### src/design/melody_tone_generator_unit_assert.svh
// assertion helpers shared by the melody tone generator modules
`ifndef MELODY_TONE_GENERATOR_UNIT_ASSERT_SVH
`define MELODY_TONE_GENERATOR_UNIT_ASSERT_SVH

`ifndef SYNTHESIS

// checked at every clock edge outside reset
`define MTG_ASSERT(label, clk, rst, prop, msg) \
   label: assert property (@(posedge clk) disable iff (rst) prop) else $error(msg);

// checked at every clock edge, reset included
`define MTG_ASSERT_ALWAYS(label, clk, prop, msg) \
   label: assert property (@(posedge clk) prop) else $error(msg);

`else

`define MTG_ASSERT(label, clk, rst, prop, msg)
`define MTG_ASSERT_ALWAYS(label, clk, prop, msg)

`endif

`endif

### src/design/mtg_pkg.sv
package mtg_pkg;

   // store and result queue geometry
   localparam int unsigned MelodyDepthDefault = 256;
   localparam int unsigned OutQueueDepth      = 3;

   // item functions
   typedef enum logic [1:0] {
      FUNC_TICK  = 2'd0,
      FUNC_WRITE = 2'd1,
      FUNC_START = 2'd2
   } func_type;

   // register indexes
   localparam logic CSR_ENABLE   = 1'b0;
   localparam logic CSR_DURATION = 1'b1;

   // register reset values
   localparam logic        EnableReset   = 1'b1;
   localparam logic [15:0] DurationReset = 16'd4096;

   // note codes
   localparam logic [3:0] CODE_SILENT     = 4'd0;
   localparam logic [3:0] CODE_STOP       = 4'd1;
   localparam logic [3:0] CODE_FIRST_TONE = 4'd2;
   localparam logic [3:0] CODE_LAST_TONE  = 4'd13;

   // phase lengths, four per tone code
   localparam int unsigned ToneEntries = 48;
   localparam logic [3:0] ToneLimits [ToneEntries] = '{
      4'd7,  4'd8,  4'd8,  4'd8,   4'd8,  4'd8,  4'd8,  4'd8,
      4'd8,  4'd9,  4'd9,  4'd9,   4'd9,  4'd9,  4'd9,  4'd10,
      4'd9,  4'd10, 4'd10, 4'd10,  4'd10, 4'd11, 4'd10, 4'd11,
      4'd11, 4'd11, 4'd11, 4'd11,  4'd11, 4'd12, 4'd12, 4'd12,
      4'd12, 4'd13, 4'd12, 4'd13,  4'd13, 4'd13, 4'd13, 4'd14,
      4'd14, 4'd14, 4'd14, 4'd14,  4'd14, 4'd15, 4'd15, 4'd15
   };

   function automatic logic [3:0] tone_limit(input logic [5:0] idx);
      return (idx < 6'(ToneEntries)) ? ToneLimits[idx] : 4'd0;
   endfunction

   typedef struct packed {
      logic [7:0]  address;
      logic [3:0]  code;
      logic        octave;
      logic        long_note;
      logic [1:0]  phase;
      logic [4:0]  phase_count;
      logic [16:0] duration_count;
      logic        finished;
   } note_state_type;

   typedef struct packed {
      logic       buzzer_on;
      logic       melody_finished;
      logic [7:0] note_address;
      logic [1:0] tone_phase;
   } rsp_type;

   typedef struct packed {
      logic       en;
      logic [7:0] address;
      logic [5:0] word;
   } store_wr_type;

   typedef struct packed {
      logic       start;
      logic [7:0] start_address;
      logic [7:0] follow_address;
   } store_rd_type;

endpackage

### src/design/mtg_store.sv
module mtg_store import mtg_pkg::*; #(
   parameter int unsigned MelodyDepth = MelodyDepthDefault
) (
   input  logic         clock,
   input  store_wr_type wr,
   input  store_rd_type rd,
   output logic [5:0]   rd_word
);

   localparam int unsigned IdxW    = (MelodyDepth > 1) ? $clog2(MelodyDepth) : 1;
   localparam logic [11:0] Depth12 = 12'(MelodyDepth);

   // address modulo depth, restoring steps on the 4-bit quotient
   function automatic logic [7:0] fold(input logic [7:0] a);
      logic [11:0] r;
      r = {4'b0, a};
      for (int k = 3; k >= 0; k--) begin
         if (r >= (Depth12 << k)) begin
            r = r - (Depth12 << k);
         end
      end
      return r[7:0];
   endfunction

   logic [5:0]      mem [MelodyDepth];
   logic [5:0]      rd_word_ff;
   logic [7:0]      wr_fold;
   logic [7:0]      rd_fold;
   logic [IdxW-1:0] wr_idx;
   logic [IdxW-1:0] rd_idx;

   assign wr_fold = fold(wr.address);
   assign rd_fold = fold(rd.start ? rd.start_address : rd.follow_address);
   assign wr_idx  = wr_fold[IdxW-1:0];
   assign rd_idx  = rd_fold[IdxW-1:0];

   always_ff @(posedge clock) begin
      if (wr.en) begin
         mem[wr_idx] <= wr.word;
      end
   end

   // write-first on a same-cycle hit
   always_ff @(posedge clock) begin
      if (wr.en && (wr_idx == rd_idx)) begin
         rd_word_ff <= wr.word;
      end else begin
         rd_word_ff <= mem[rd_idx];
      end
   end

   assign rd_word = rd_word_ff;

endmodule

### config.mk
export PLATFORM = sky130hd
export DESIGN_NAME = mtg_store
export DESIGN_NICKNAME = d
export VERILOG_FILES = /design/src/design/melody_tone_generator_unit_assert.svh /design/src/design/mtg_pkg.sv /design/src/design/mtg_store.sv
export SDC_FILE = /design/constraint.sdc
export NUM_CORES = 1
export LEC_CHECK = 0
export BUFFER_PORTS_ARGS = -buffer_cell sky130_fd_sc_hd__buf_2
export CAP_MARGIN = 15
export CORE_MARGIN = 2
export CORE_UTILIZATION = 50
export CTS_BUF_LIST = sky130_fd_sc_hd__clkbuf_4
export DETAILED_ROUTE_END_ITERATION = 10
export PLACE_DENSITY = 0.62
export SYNTH_ARGS = -nofsm -noshare
export SYNTH_HDL_FRONTEND = slang
export SYNTH_SLANG_ARGS = --single-unit
### constraint.sdc
create_clock -name clock -period 5.8 [get_ports clock]
set_input_delay 0.87 -clock clock [delete_from_list [all_inputs] [get_ports clock]]
set_output_delay 0.87 -clock clock [all_outputs]
set_load 0.02 [all_outputs]
==> results.yml, run 1 <==
global_routing:
  grt.overflow.total: 0
  grt_pass1_vias: 32600
  antenna_found_initial: 10
  grt_pass1_wl_mm: 217
  track_usage_pct: 24.7
  grt_max_degree: 194
synthesis:
  async_flop_share_pct: 0
  yosysSeqAreaShare_pct: 77.0
  syn_area_mm2: 0.0601
  ys.flop_type: "edfxtp_1"
  syn_avg_cell_area_um2: 20.4
  synth_edf_count: 1536
  syn_inst: 2940
  synth-seq-cells: 1544
  syn_nets: 2973
  ys_types: 48
  ys_warn_count: 0
clocking:
  clock-sinks: 1544
  htree_levels: 5
  cts_tree: "done"
  cts-buffers-inserted: 388
  clk_pin_slew_ps: 70
  cts-root-buf: "clkbuf_4"
  max-clock-path-buffers: 4
routing:
  wl_per_cell_um: 28.9
  drtAntennaViolNets: 0
  via_per_inst: 6.05
  via_count: 31200
  initialDrtViolationCount: 3499
  routed_wl_mm: 149
  first_pass_iters: 5
  remaining_drc_errors: 0
timing:
  finalCritPeriodShare_pct: 97.3
  timing.fmax_ghz: 0.177
  layout_min_cycle_time_ps: 5640
  worst_slack_ps: 157
  setup_viol: 0
  final_hold_viol_count: 0
  finalSetupTns_ps: 0
  max-slew-margin-rel_pct: 19.5
  worst-slew-pin-transition_ps: 1210
  rsz0062_at_grt: "false"
  report.final.slew_viol_count: 0
pwr:
  vdd_drop_max_mv: 0.182
  p_int_w: 0.0171
  p_sw_w: 0.00521
  total_power_w: 0.0224
  p_per_area_mw_per_mm2: 333
  pwr-share-seq_pct: 55.1
  power.share.combinational_pct: 6.9
  power_frac_clock_pct: 38.0
  sw_frac_of_total_pct: 23.3
  p_leak_nw: 21.1
finish:
  stdcell_count: 5164
  fin_util_pct: 56.1
  largest_reg_flops: 1536
  drive_above_1_share_pct: 30.0
  largestRegisters: "mem: 1536 flops"
  final_cell_mix: "1536 x edfxtp_1, 534 x clkbuf_4, 344 x mux4_2"
  area_delta_synth_final_pct: 11.7
  fin_nets: 3306
  regMostFlops: "mem"
  final_common_cell: "edfxtp_1"
critical_path:
  worst_setup_path_end_kind: "primary output"
  worstPathCellList: "buf_12 > buf_6 > mux4_2 > a22oi_1 > a21oi_1 > or4_1 > a311o_1 > buf_2"
  critical_path_buf_inv_count: 3
  path_class: "flip-flop to primary output"
  crit_slowest_cell: "dfxtp_4"
  path_delay_family: "compound AO/OA/AOI/OAI gates"
  max_stage_delay_ps: 570
  crit_path_start_kind: "flip-flop"
  worst-path-max-fanout: 74
  worstPathRequired_ps: 4930
  arrival_ps: 4770
die:
  fp.dieW_um: 351
  die-area_mm2: 0.123
  ioPinCount: 39
  initial_core_util_pct: 50.2
  coreArea_mm2: 0.120
  rows: 127
  die_y_um: 351
placed_design:
  dpl.cell_count: 4476
  pre_cts_ws_ps: 1250
  hpwlAfterDp_mm: 89.0
  port-buffer-count: 38
  gp_congestion: 0.912
hold_path:
  min_path_type: "primary input to flip-flop"
  min_to: "mem[19][0]$_DFFE_PP_"
  hold_depth: 1
  hold_start: "wr[0]"
job:
  max_cap_viol_count: 0
status:
  status: "complete, no violations"
-- stage by stage --
stage | cell area [um^2] | hold WS [ps]
after CTS | 67100 | 43.2
after detailed placement | 62300 | 1100
after global placement | 62300 | 1110
after global routing | 67100 | 60.5
final | 67100 | 144
after floorplan | 60100 | 969
-- synthesized netlist by cell type (3+ instances only) --
library cell  count  share of area (%)
mux2_2           19               0.36
o22ai_1          20               0.21
nor2_1          282                1.8
edfxtp_1       1536                 77
o31ai_1           8               0.10
mux2i_1          91                1.5
buf_6             5              0.094
nor4_1            6              0.062
inv_1             6              0.037
o221ai_1         12               0.17
a21oi_1          42               0.35
a221oi_1         14               0.20
buf_1             9              0.056
o21ai_0          25               0.21
clkbuf_1        106               0.66
a22oi_1          84                1.0
dfxtp_1           8               0.27
a2111oi_0         8               0.12
or3_1             4              0.042
a311o_1           3              0.050
mux4_2          344                 13
o211ai_1          6              0.075
a31oi_1           6              0.062
o22a_1            5              0.073
and3_1            3              0.031
nand2_1          60               0.37
nor3_1           19               0.16
nand4_1          17               0.18
buf_2            35               0.29
or4_1             5              0.062
nand2b_1          7              0.073
nor2b_1          16               0.17
buf_4            29               0.36
nand3_1          43               0.36
a211oi_1         13               0.16
o2111ai_1         8               0.12
a22o_1            8               0.12
o221a_2           6               0.11
and2_1            8              0.083
-- layout make-up --
cell class | instances | area [um^2]
Sequential cell | 1544 | 46300
Fill cell | 9070 | 52500
Antenna cell | 6 | 15.0
Multi-Input combinational cell | 1204 | 13000
Clock buffer | 534 | 4010
Inverter | 7 | 26.3
Tap cell | 1612 | 2020
Timing Repair Buffer | 128 | 1240
Clock inverter | 129 | 546
-- per-layer routing --
metal / global-route usage (%) / share of wire, % / wire, um
met1: 32.6 / 39 / 58100
met3: 6.82 / 9.3 / 13800
met2: 39.0 / 48 / 71900
met4: 10.1 / 3.5 / 5210
met5: 0 / 0.0087 / 13
-- worst max-delay path by stage --
| stage | slack (ps) | start | to | depth (start not counted) |
|---|---|---|---|---|
| 6_report | 160 | flip-flop | rd_word[2] | 8 |
| 3_5_place_dp | 1250 | flip-flop | rd_word[2] | 10 |
| 3_3_place_gp | 1290 | flip-flop | rd_word[2] | 10 |
| 4_1_cts | 20 | flip-flop | rd_word[4] | 9 |
| 5_1_grt | 10 | flip-flop | rd_word[1] | 10 |
| 2_1_floorplan | 2520 | flip-flop | rd_word[0] | 9 |
-- cell families after synthesis --
kind of cell | synth area share [%]
buffers and inverters | 1.53
AOI/OAI and AO/OA | 3.29
and+or+nand+nor | 3.40
muxes | 14.8
DFF | 77.0
-- timing repair --
action,4_1_cts,5_1_grt
endpoints found under the setup margin,4,3
pin swaps,0,2
hold buffers,16,0
setup buffers,3,0
hold endpoints to repair,8,0
gates resized for setup,4,7
-- power by group through the flow --
stage / clock network [W] / logic, W / registers [W]
4_1_cts: 0.00868 / 0.00153 / 0.0123
6_report: 0.00850 / 0.00154 / 0.0123
3_3_place_gp: 0 / 0.00148 / 0.0126
5_1_grt: 0.00924 / 0.00161 / 0.0123
2_1_floorplan: 0 / 0.000875 / 0.0125
3_5_place_dp: 0 / 0.00150 / 0.0126
No activity file was read; power rests on OpenSTA's default activity.
==> inputs of run 2 (changes only) <==
- PLACE_DENSITY: 0.62 -> 0.69
==> run 2 against run 1 <==
Against the previous run:
- worst setup slack got worse by 140 ps
- hold slack improved by 140 ps
- largest power group unchanged
- global-route usage fell by 0.44 points
- critical endpoint is now rd_word[5]
- sequential cell count did not move
- critical path depth rose by 1
- design area barely moved
- via count rose by 1.1%
- sequential power barely moved
- first-iteration DRC count rose by 14%
==> results.yml, run 2 (synthesized netlist as in run 1, its figures left out) <==
finish:
  fin_nets: 3312
  fin_util_pct: 56.1
  final_cell_mix: "1536 x edfxtp_1, 551 x clkbuf_4, 344 x mux4_2"
  area_delta_synth_final_pct: 11.7
  drive_above_1_share_pct: 30.8
  largest_reg_flops: 1536
  regMostFlops: "mem"
  n_fill_cell: 8890
  final_common_cell: "edfxtp_1"
  largestRegisters: "mem: 1536 flops"
routing:
  first_pass_iters: 8
  remaining_drc_errors: 0
  drtAntennaViolNets: 0
  routed_wl_mm: 147
  via_per_inst: 6.12
  via_count: 31600
  wl_per_cell_um: 28.5
  initialDrtViolationCount: 3985
timing:
  max-slew-margin-rel_pct: 20.6
  timing.fmax_ghz: 0.173
  report.final.slew_viol_count: 0
  worst_slack_ps: 20.8
  setup_viol: 0
  finalSetupTns_ps: 0
  layout_min_cycle_time_ps: 5780
  final_hold_viol_count: 0
  worst-slew-pin-transition_ps: 1190
  finalCritPeriodShare_pct: 99.6
pwr:
  p_per_area_mw_per_mm2: 333
  vdd_drop_max_mv: 0.230
  p_leak_nw: 21.1
  total_power_w: 0.0224
clocking:
  cts-root-buf: "clkbuf_4"
  clock-sinks: 1544
  cts-buffers-inserted: 383
  cts_tree: "done"
  max-clock-path-buffers: 4
  htree_levels: 5
  clk_pin_slew_ps: 70
hold_path:
  min_path_type: "primary input to flip-flop"
global_routing:
  track_usage_pct: 24.2
  grt_pass1_vias: 32600
  grt_pass1_wl_mm: 214
  grt_max_degree: 153
  grt.overflow.total: 0
  antenna_found_initial: 6
die:
  ioPinCount: 39
  die-area_mm2: 0.123
  die_y_um: 351
  initial_core_util_pct: 50.2
  coreArea_mm2: 0.120
  rows: 127
  fp.dieW_um: 351
status:
  status: "complete, no violations"
critical_path:
  path_class: "flip-flop to primary output"
  endpoint: "rd_word[5]"
  worst_setup_path_end_kind: "primary output"
  crit_path_start_kind: "flip-flop"
  arrival_ps: 4910
  worst-path-max-fanout: 34
  worstPathRequired_ps: 4930
placed_design:
  gp_congestion: 0.931
  hpwlAfterDp_mm: 88.7
  pre_cts_ws_ps: 1160
  port-buffer-count: 38
job:
  max_cap_viol_count: 0
[run 2: timing repair]
action,CTS,global route
setup buffers,6,0
gates resized for setup,0,2
hold endpoints to repair,8,0
setup endpoints to repair,5,2
hold buffers,16,0
[run 2: routing by layer]
layer	up-vias	share of wire [%]	track usage, %
met2	1873	48	37.7
met4	4	3.6	10.8
met3	329	10	6.62
met1	16200	38	32.3
met5	-	0.012	0
li1	13200	-	-
[run 2: worst min path at each step]
stage | from | cells past startpoint | slack, ps | end
floorplan | wr[0] | 0 | 970 | mem[0][0]$_DFFE_PP_
global placement | rd[13] | 2 | 1100 | flip-flop
detailed placement | rd[9] | 2 | 1110 | flip-flop
CTS | wr[7] | 3 | 160 | mem[195][3]$_DFFE_PP_
global route | wr[7] | 3 | 210 | mem[195][3]$_DFFE_PP_
finish | wr[7] | 3 | 290 | mem[195][3]$_DFFE_PP_
[run 2: area by class of cell]
class                           count  area [um^2]  share of cell area, %
Clock inverter                     89          417                  0.621
Antenna cell                       10         25.0                 0.0373
Timing Repair Buffer              139         1250                   1.86
Inverter                            7         26.3                 0.0391
Multi-Input combinational cell   1204        13000                   19.3
Sequential cell                  1544        46300                   69.0
Clock buffer                      551         4140                   6.16
Tap cell                         1612         2020                   3.00
[run 2: where the power goes]
| group | internal (W) | switching, W |
|---|---|---|
| combinational | 0.000563 | 0.000943 |
| clock | 0.00442 | 0.00410 |
| sequential | 0.0123 | 0.0000429 |
| total | 0.0173 | 0.00509 |
[run 2: stage by stage]
step / hold WS (ps) / instance area, um^2 / cells
after detailed placement: 1110 / 62300 / 4484
after floorplan: 969 / 60100 / 2940
after global placement: 1100 / 62300 / 4483
after global routing: 215 / 67100 / 5153
final: 286 / 67100 / 5156
after CTS: 155 / 67100 / 5146
[run 2: worst max-delay path, cell delays in order (launching register included)]
cell      delay, ps
dfxtp_4         770
buf_12          330
buf_4           230
mux4_2          300
a22oi_1         230
a21oi_1         150
a21o_1          170
o31ai_1         860
o211ai_1        340
buf_2           260
