`src/design/melody_tone_generator_unit_assert.svh`:
```
// assertion helpers shared by the melody tone generator modules
`ifndef MELODY_TONE_GENERATOR_UNIT_ASSERT_SVH
`define MELODY_TONE_GENERATOR_UNIT_ASSERT_SVH

`ifndef SYNTHESIS

// checked at every clock edge outside reset
`define MTG_ASSERT(label, clk, rst, prop, msg) \
   label: assert property (@(posedge clk) disable iff (rst) prop) else $error(msg);

// checked at every clock edge, reset included
`define MTG_ASSERT_ALWAYS(label, clk, prop, msg) \
   label: assert property (@(posedge clk) prop) else $error(msg);

`else

`define MTG_ASSERT(label, clk, rst, prop, msg)
`define MTG_ASSERT_ALWAYS(label, clk, prop, msg)

`endif

`endif

```
`src/design/mtg_pkg.sv`:
```
package mtg_pkg;

   // store and result queue geometry
   localparam int unsigned MelodyDepthDefault = 256;
   localparam int unsigned OutQueueDepth      = 3;

   // item functions
   typedef enum logic [1:0] {
      FUNC_TICK  = 2'd0,
      FUNC_WRITE = 2'd1,
      FUNC_START = 2'd2
   } func_type;

   // register indexes
   localparam logic CSR_ENABLE   = 1'b0;
   localparam logic CSR_DURATION = 1'b1;

   // register reset values
   localparam logic        EnableReset   = 1'b1;
   localparam logic [15:0] DurationReset = 16'd4096;

   // note codes
   localparam logic [3:0] CODE_SILENT     = 4'd0;
   localparam logic [3:0] CODE_STOP       = 4'd1;
   localparam logic [3:0] CODE_FIRST_TONE = 4'd2;
   localparam logic [3:0] CODE_LAST_TONE  = 4'd13;

   // phase lengths, four per tone code
   localparam int unsigned ToneEntries = 48;
   localparam logic [3:0] ToneLimits [ToneEntries] = '{
      4'd7,  4'd8,  4'd8,  4'd8,   4'd8,  4'd8,  4'd8,  4'd8,
      4'd8,  4'd9,  4'd9,  4'd9,   4'd9,  4'd9,  4'd9,  4'd10,
      4'd9,  4'd10, 4'd10, 4'd10,  4'd10, 4'd11, 4'd10, 4'd11,
      4'd11, 4'd11, 4'd11, 4'd11,  4'd11, 4'd12, 4'd12, 4'd12,
      4'd12, 4'd13, 4'd12, 4'd13,  4'd13, 4'd13, 4'd13, 4'd14,
      4'd14, 4'd14, 4'd14, 4'd14,  4'd14, 4'd15, 4'd15, 4'd15
   };

   function automatic logic [3:0] tone_limit(input logic [5:0] idx);
      return (idx < 6'(ToneEntries)) ? ToneLimits[idx] : 4'd0;
   endfunction

   typedef struct packed {
      logic [7:0]  address;
      logic [3:0]  code;
      logic        octave;
      logic        long_note;
      logic [1:0]  phase;
      logic [4:0]  phase_count;
      logic [16:0] duration_count;
      logic        finished;
   } note_state_type;

   typedef struct packed {
      logic       buzzer_on;
      logic       melody_finished;
      logic [7:0] note_address;
      logic [1:0] tone_phase;
   } rsp_type;

   typedef struct packed {
      logic       en;
      logic [7:0] address;
      logic [5:0] word;
   } store_wr_type;

   typedef struct packed {
      logic       start;
      logic [7:0] start_address;
      logic [7:0] follow_address;
   } store_rd_type;

endpackage

```
`src/design/mtg_out_queue.sv`:
```
`include "melody_tone_generator_unit_assert.svh"

module mtg_out_queue import mtg_pkg::*; #(
   parameter int unsigned Depth = OutQueueDepth
) (
   input  logic                       clock,
   input  logic                       reset,
   input  logic                       push,
   input  rsp_type                    push_data,
   input  logic                       pop,
   output logic                       not_empty,
   output rsp_type                    head,
   output logic [$clog2(Depth+1)-1:0] count
);

   localparam int unsigned PtrW = (Depth > 1) ? $clog2(Depth) : 1;
   localparam int unsigned CntW = $clog2(Depth + 1);

   rsp_type         slot [Depth];
   logic [PtrW-1:0] wr_ptr_ff;
   logic [PtrW-1:0] rd_ptr_ff;
   logic [CntW-1:0] count_ff;
   logic [CntW-1:0] count_in;

   function automatic logic [PtrW-1:0] step(input logic [PtrW-1:0] p);
      return (p == PtrW'(Depth - 1)) ? '0 : p + PtrW'(1);
   endfunction

   always_comb begin
      count_in = count_ff;
      case ({push, pop})
         2'b10:   count_in = count_ff + CntW'(1);
         2'b01:   count_in = count_ff - CntW'(1);
         default: ;
      endcase
   end

   always_ff @(posedge clock) begin
      if (reset) begin
         wr_ptr_ff <= '0;
         rd_ptr_ff <= '0;
         count_ff  <= '0;
      end else begin
         if (push) begin
            wr_ptr_ff <= step(wr_ptr_ff);
         end
         if (pop) begin
            rd_ptr_ff <= step(rd_ptr_ff);
         end
         count_ff <= count_in;
      end
   end

   always_ff @(posedge clock) begin
      if (push) begin
         slot[wr_ptr_ff] <= push_data;
      end
   end

   assign head      = slot[rd_ptr_ff];
   assign not_empty = (count_ff != '0);
   assign count     = count_ff;

   `MTG_ASSERT(a_no_overflow, clock, reset, !(push && !pop && (count_ff == CntW'(Depth))), "result queue overflow")
   `MTG_ASSERT(a_no_underflow, clock, reset, pop |-> (count_ff != '0), "result queue underflow")
   `MTG_ASSERT(a_count_up, clock, reset, (push && !pop) |=> (count_ff == $past(count_ff) + CntW'(1)), "result queue count lost a push")

endmodule

```
`config.mk`:
```
export PLATFORM = sky130hd
export DESIGN_NAME = mtg_out_queue
export DESIGN_NICKNAME = d
export VERILOG_FILES = /design/src/design/mtg_pkg.sv /design/src/design/mtg_out_queue.sv
export VERILOG_INCLUDE_DIRS = /design/src /design/src/design
export SDC_FILE = /design/constraint.sdc
export NUM_CORES = 1
export LEC_CHECK = 0
export ABC_AREA = 1
export BUFFER_PORTS_ARGS = -buffer_cell sky130_fd_sc_hd__buf_2
export CAP_MARGIN = 20
export CORE_ASPECT_RATIO = 1.5
export CORE_MARGIN = 5
export CORE_UTILIZATION = 58
export CTS_CLUSTER_DIAMETER = 30
export DETAILED_ROUTE_END_ITERATION = 7
export PLACE_DENSITY_LB_ADDON = 0.1
export SLEW_MARGIN = 5
export SYNTH_ARGS = -nofsm -noshare
export SYNTH_HDL_FRONTEND = slang
export SYNTH_SLANG_ARGS = --single-unit
```
`constraint.sdc`:
```
create_clock -name clock -period 2.4 [get_ports clock]
set_input_delay 0.36 -clock clock [delete_from_list [all_inputs] [get_ports clock]]
set_output_delay 0.36 -clock clock [all_outputs]
set_load 0.05 [all_outputs]
```
==> results of run 1 <==
[critical path, stage by stage, from the launching register on]
cell and delay, ns:
dfxtp_1 0.61, inv_2 0.25, nor2_1 0.14, a21oi_1 0.06
buf_2 0.21
[power groups by stage]
stage               Clock, mW  Sequential [mW]  Combinational (mW)
global route            0.540            0.899               0.353
finish                  0.490            0.893               0.327
floorplan                   0            0.912               0.256
detailed placement          0            0.911               0.330
global placement            0            0.908               0.323
CTS                     0.505            0.894               0.331
[kinds of logic after synthesis]
logic type | count (synthesis) | synth area share
adder cells (fa/ha/maj) | 1 | 0.007261
AND/OR/NAND/NOR | 43 | 0.1133
buffers and inverters | 15 | 0.04793
flip-flops | 44 | 0.7204
XOR/XNOR | 1 | 0.005084
AO/OA/AOI/OAI | 29 | 0.1060
[per-layer routing]
| metal | global-route usage | vias up | part of all wire |
|---|---|---|---|
| met4 | 0.06733 | 0 | 0.019 |
| li1 | - | 527 | - |
| met2 | 0.2758 | 32 | 0.56 |
| met3 | 0.06202 | 7 | 0.067 |
| met1 | 0.1748 | 486 | 0.35 |
| met5 | 0 | - | 0 |
[sequential cells by signal (all words and copies together), names as in the netlist, named ones only]
signal	count
slot	36
count	2
rd_ptr_ff	2
wr_ptr_ff	2
[synthesized netlist by cell type]
cell type   n
nor2_1      9
o21ai_0     1
dfxtp_1     8
nand2_2     1
a21oi_2    10
inv_1       9
nand4_1     1
buf_6       3
inv_2       2
nand3_1     2
a21oi_1    18
nand2_1    19
or2_2       1
edfxtp_1   36
xnor2_1     1
buf_4       1
nor3_1      1
ha_1        1
nor2_2      9
[through the flow]
step | instance area (µm²) | worst slack, ns | instances | hold slack, ns
6_report | 1991 | 0.4743 | 207 | 0.2520
5_1_grt | 1991 | 0.2654 | 207 | 0.2540
4_1_cts | 1991 | 0.4510 | 207 | 0.2466
3_5_place_dp | 1888 | 0.7567 | 199 | 0.4572
3_3_place_gp | 1888 | 0.7871 | 199 | 0.4467
2_1_floorplan | 1723 | 0.7040 | 133 | 0.4291
[worst min path at each step]
| stage | start | endpoint | slack, ns | cells after the start |
|---|---|---|---|---|
| 2_1_floorplan | reset | wr_ptr_ff[0] | 0.43 | 1 |
| 3_3_place_gp | wr_ptr_ff[1] | wr_ptr_ff[1] | 0.45 | 2 |
| 3_5_place_dp | wr_ptr_ff[1] | wr_ptr_ff[1] | 0.46 | 2 |
| 4_1_cts | reset | wr_ptr_ff[1] | 0.25 | 2 |
| 5_1_grt | push_data[0] | slot[0][0] | 0.25 | 1 |
| 6_report | reset | wr_ptr_ff[1] | 0.25 | 2 |
[layout make-up]
cell class              count  area (µm²)  area share
flip-flops and latches     44        1241      0.6235
well taps                  39       48.80     0.02451
clock buffers               7       97.59     0.04903
clock inverters             1       5.005    0.002514
inverters                  11       41.29     0.02074
multi-input cells          74       399.1      0.2005
repair buffers             31       157.7     0.07920
==> results.md, run 1 <==
* Status: finished, final reports clean
* Hold Vio Cnt, Final at 0
* Die width at about 55 µm
* IO Pins at 31
* Switching pwr at 495.1 µW
* Final-layout fill cell count at between 200 and 250
* R2r endpoint: slot[0][5]
* Slew HR at 0.6588
* Dominant cells by area after synthesis: edfxtp_1 (63%), dfxtp_1 (9.3%), a21oi_1 (5.2%)
* Fmax at ~520 MHz
* Power Dens Cells at ~860 nW/µm²
* CP Max Fanout at 13
* Critical Path End: head[6]
* Layout Skew at approximately 0.0047 ns
* CTS resizes at 0
* Setup crit end kind: output port
* Max rail drop VDD at 628.2 µV
* Setup-failing EPs final at 0
* Combinational fraction of design power at 0.191
* Clock Tree Buf Depth at 2
* Pint at 1.215 mW
* GPL Wtd Cong at 0.7243
* Leak at 0.7763 nW
* Most common cell after layout, fill and taps aside: edfxtp_1
* Synth Instances at 133
* Number of global-route vias before repair at 1125
* P&R area growth vs syn at 15.54%
* Die Y at about 77 µm
* Largest net degree at the start of global routing at 14
* Least-Margin Pin Slew at 0.5113 ns
* Clock Latency Late Sink at about 0.29 ns
* DR vias/cell at roughly 5
* Clock share of power at 0.286
* Gr ovfl total at 0
* Hold buffers post-CTS at 0
* FF+latch count, synth at between 40 and 50
* Worst-path clk slew at ~0.080 ns
* Yosys top cell area share at 0.6275
* IO Port Bufs at 30
* Reg2Reg Setup Slack at 1.13 ns
* Diodes inserted at 0
* Drt pass-1 iters at 4
* GRT Total Usage at 0.1637
* Routed vias at 1052
* CP required at about 2 ns
* CTS root buffer: clkbuf_8
* Yosys top cell by area: edfxtp_1
* Worst endpoint data arrival time at 1.57 ns
* Unrepaired setup endpoints after global routing: false
* Setup TNS at 0 ns
* Antenna violations before repair at 0
* H-tree Lvls at 2
* Layout Utilization at 0.6905
* Part of the Yosys area used for sequential elements at 0.7204
* Row cnt at 24
* ANT nets after route at 0
* Setup bufs post-CTS at 0
* Routed wire length at 2.859 mm
* CTS Buf Count at 5
* Die area at 4183 µm²
* Synthesized net count at 150
* Mapped Area at roughly 1700 µm²
* Layout Nets at 184
* Hold/Removal Path Class: in2reg
* # DRC at 0
* Max-cap violations at 0
* Power Total at ~1.7 mW
* Tcrit/Tclk final at 0.8024
* Clock sink count at 44
* Sequential share of power at 0.522
* Critical R2R Launch: wr_ptr_ff[1]
* Core Box Area at 2883 µm²
* Post-layout min period at 1.926 ns
* Pins over their slew limit at 0
* Reg2reg path depth at 3
* DRT iter0 DRCs at 17
* First-pass GRT wire length at around 4.9 mm
* Commonest non-fill, non-tap cells in the layout: edfxtp_1 (36), buf_2 (30), nand2_1 (19)
* Syn. warnings at 0
* Starting Density at 0.5977
* WL per Instance at 13.81 µm
* CP Launch Type: register
* Fraction of layout cells with a size suffix above 1 at 0.3631
* Crit Path Category: reg2out
* Count of cell types in the netlist at 19
* DP HPWL at 2.044 mm
* CTS tree: done
* Mean Syn Cell Area at about 13 µm²
* Sw frac at 0.2895
(Power assumes the default switching activity.)
==> inputs of run 2 (changes only) <==
CORE_UTILIZATION = 54   (was 58)
clock period = 1.8 ns   (was 2.4 ns; I/O delays follow)
==> run 2 against run 1 <==
Compared with the run above: worst setup slack got worse by 0.37 ns; largest power group unchanged; sequential cell count unchanged; critical endpoint unchanged; largest cell class unchanged; wire length grew 3.4%; worst hold slack worse by 0.091 ns; first-iteration DRC count grew to 2.9 times the previous value; non-clock buffer count is 1 higher.
==> results.md, run 2 (synthesis gave the netlist of run 1 again) <==
* Post-layout min period at 1.693 ns
* Layout Utilization at 0.6408 (was 0.6905)
* Setup bufs post-CTS at 0 (unchanged)
* CTS root buffer: clkbuf_8 (unchanged)
* Hold Vio Cnt, Final at 0 (unchanged)
* Tcrit/Tclk final at 0.9408
* GRT Total Usage at 0.1517 (was 0.1637)
* Gr ovfl total at 0 (unchanged)
* CP Max Fanout at 12 (was 13)
* Core Box Area at 3128 µm² (was 2883 µm²)
* # DRC at 0 (unchanged)
* DRT iter0 DRCs at 49 (was 17)
* Setup-failing EPs final at 0 (unchanged)
* Number of global-route vias before repair at 1078 (was 1125)
* Layout Skew at 0.002588 ns (was 0.004657 ns)
* GPL Wtd Cong at 0.7755 (was 0.7243)
* Worst endpoint data arrival time at 1.42 ns (was 1.57 ns)
* ANT nets after route at 0 (unchanged)
* CP Launch Type: register (unchanged)
* Most common cell after layout, fill and taps aside: edfxtp_1 (unchanged)
* DP HPWL at 2.083 mm (was 2.044 mm)
* Power Dens Cells at 1142 nW/µm² (was 859.1 nW/µm²)
* Clock Latency Late Sink at 0.29 ns (about the same)
* Crit Path Category: reg2out (unchanged)
* IO Port Bufs at 30 (unchanged)
* First-pass GRT wire length at 5.016 mm (was 4.926 mm)
* Largest register FFs at 36 (unchanged)
* IO Pins at 31 (unchanged)
* Die area at 4444 µm² (was 4183 µm²)
* Unrepaired setup endpoints after global routing: false (unchanged)
* Power Total at 2.289 mW (was 1.710 mW)
* Antenna violations before repair at 0 (unchanged)
* Register area at 1244 µm² (was 1241 µm²)
* Routed wire length at 2.955 mm (was 2.859 mm)
* Multi-input logic area at 399.1 µm² (unchanged)
* CP required at 1.53 ns (was 2.04 ns)
* CTS tree: done (unchanged)
* Pins over their slew limit at 0 (unchanged)
* Status: finished, final reports clean (unchanged)
* Max rail drop VDD at 817.7 µV (was 628.2 µV)
* Setup crit end kind: output port (unchanged)
* Final Cell Area at 2004 µm² (was 1991 µm²)
* Worst-path clk slew at 0.07 ns (was 0.08 ns)
* Fraction of layout cells with a size suffix above 1 at 0.3787 (was 0.3631)
* Largest net degree at the start of global routing at 14 (unchanged)
* Commonest non-fill, non-tap cells in the layout: edfxtp_1 (36), buf_2 (30), nand2_1 (19) (unchanged)
* Max-cap violations at 0 (unchanged)
* Routed vias at 1069 (was 1052)
* Clock sink count at 44 (unchanged)
* Row cnt at 25 (was 24)
* Die width at 56.12 µm (was 54.50 µm)
* DR vias/cell at 5.115 (was 5.082)
* Post-DP Area at 1897 µm² (was 1888 µm²)
* Slew HR at 0.6528 (was 0.6588)
* Final-layout fill cell count at 253 (was 226)
* Least-Margin Pin Slew at 0.5202 ns (was 0.5113 ns)
* H-tree Lvls at 2 (unchanged)
* Diodes inserted at 0 (unchanged)
* Hold buffers post-CTS at 0 (unchanged)
* Starting Density at 0.5508 (was 0.5977)
* Drt pass-1 iters at 4 (unchanged)
* Reg with most FFs: slot (unchanged)
* Setup TNS at 0 ns (unchanged)
* Hold/Removal Path Class: in2reg (unchanged)
* Fmax at 590.5 MHz
* CTS Buf Count at 5 (unchanged)
* Layout Nets at 185 (was 184)
* P&R area growth vs syn at 16.34% (was 15.54%)
* Clock Tree Buf Depth at 2 (unchanged)
* WL per Instance at 14.14 µm (was 13.81 µm)
* Die Y at 79.18 µm (was 76.75 µm)
* Leak at 0.7829 nW (was 0.7763 nW)
==> run 2: cell types whose count changed in the layout (fill, tap and decap cells not counted), sizes merged <==
cell / before / now
buf: 31 / 32
==> run 2: repair_timing <==
item / in CTS / in global routing
gates resized for setup: 2 / 1
endpoints found under the setup margin: 12 / 3
pin swaps: 0 / 0
==> run 2: cell type report <==
| cell class | count | area share |
|---|---|---|
| well taps | 40 | 0.02497 |
| repair buffers | 32 | 0.08240 |
| flip-flops and latches | 44 | 0.6205 |
| multi-input cells | 74 | 0.1991 |
| inverters | 11 | 0.02185 |
| clock inverters | 1 | 0.002497 |
| clock buffers | 7 | 0.04869 |
==> run 2: per-layer routing <==
layer | routed length, µm | share of wire | GRT usage
met4 | 73 | 0.025 | 0.08551
met5 | 0 | 0 | 0
met3 | 215 | 0.073 | 0.04715
met2 | 1559 | 0.53 | 0.2693
met1 | 1107 | 0.37 | 0.1553
==> run 2: critical path, cell delays in order (launching register included) <==
cell and delay, ns:
dfxtp_2 0.35, inv_2 0.26, nor2_1 0.07, a21oi_1 0.15, buf_2 0.29
==> run 2: metrics by stage <==
| stage | setup WS, ns | hold WS [ns] | cells |
|---|---|---|---|
| 3_5_place_dp | 0.2767 | 0.4519 | 201 |
| 2_1_floorplan | 0.1410 | 0.3391 | 133 |
| 4_1_cts | 0.05869 | 0.1469 | 209 |
| 3_3_place_gp | 0.3399 | 0.4470 | 201 |
| 5_1_grt | 0.004809 | 0.1582 | 209 |
| 6_report | 0.1066 | 0.1615 | 209 |
==> run 2: worst paths after layout <==
kind / startpoint / endpoint / slack [ns] / depth (start not counted)
setup / recovery: register / head[6] / 0.11 / 4
hold / removal: reset / wr_ptr_ff[1] / 0.16 / 2
setup reg to reg: wr_ptr_ff[1] / slot[0][11] / 0.53 / 3
hold reg to reg: wr_ptr_ff[1] / wr_ptr_ff[1] / 0.46 / 2
==> run 2: power by group <==
part           internal, mW  switching, mW
registers              1.16         0.0326
logic                 0.112          0.334
clock network         0.355          0.298
total                  1.62          0.665
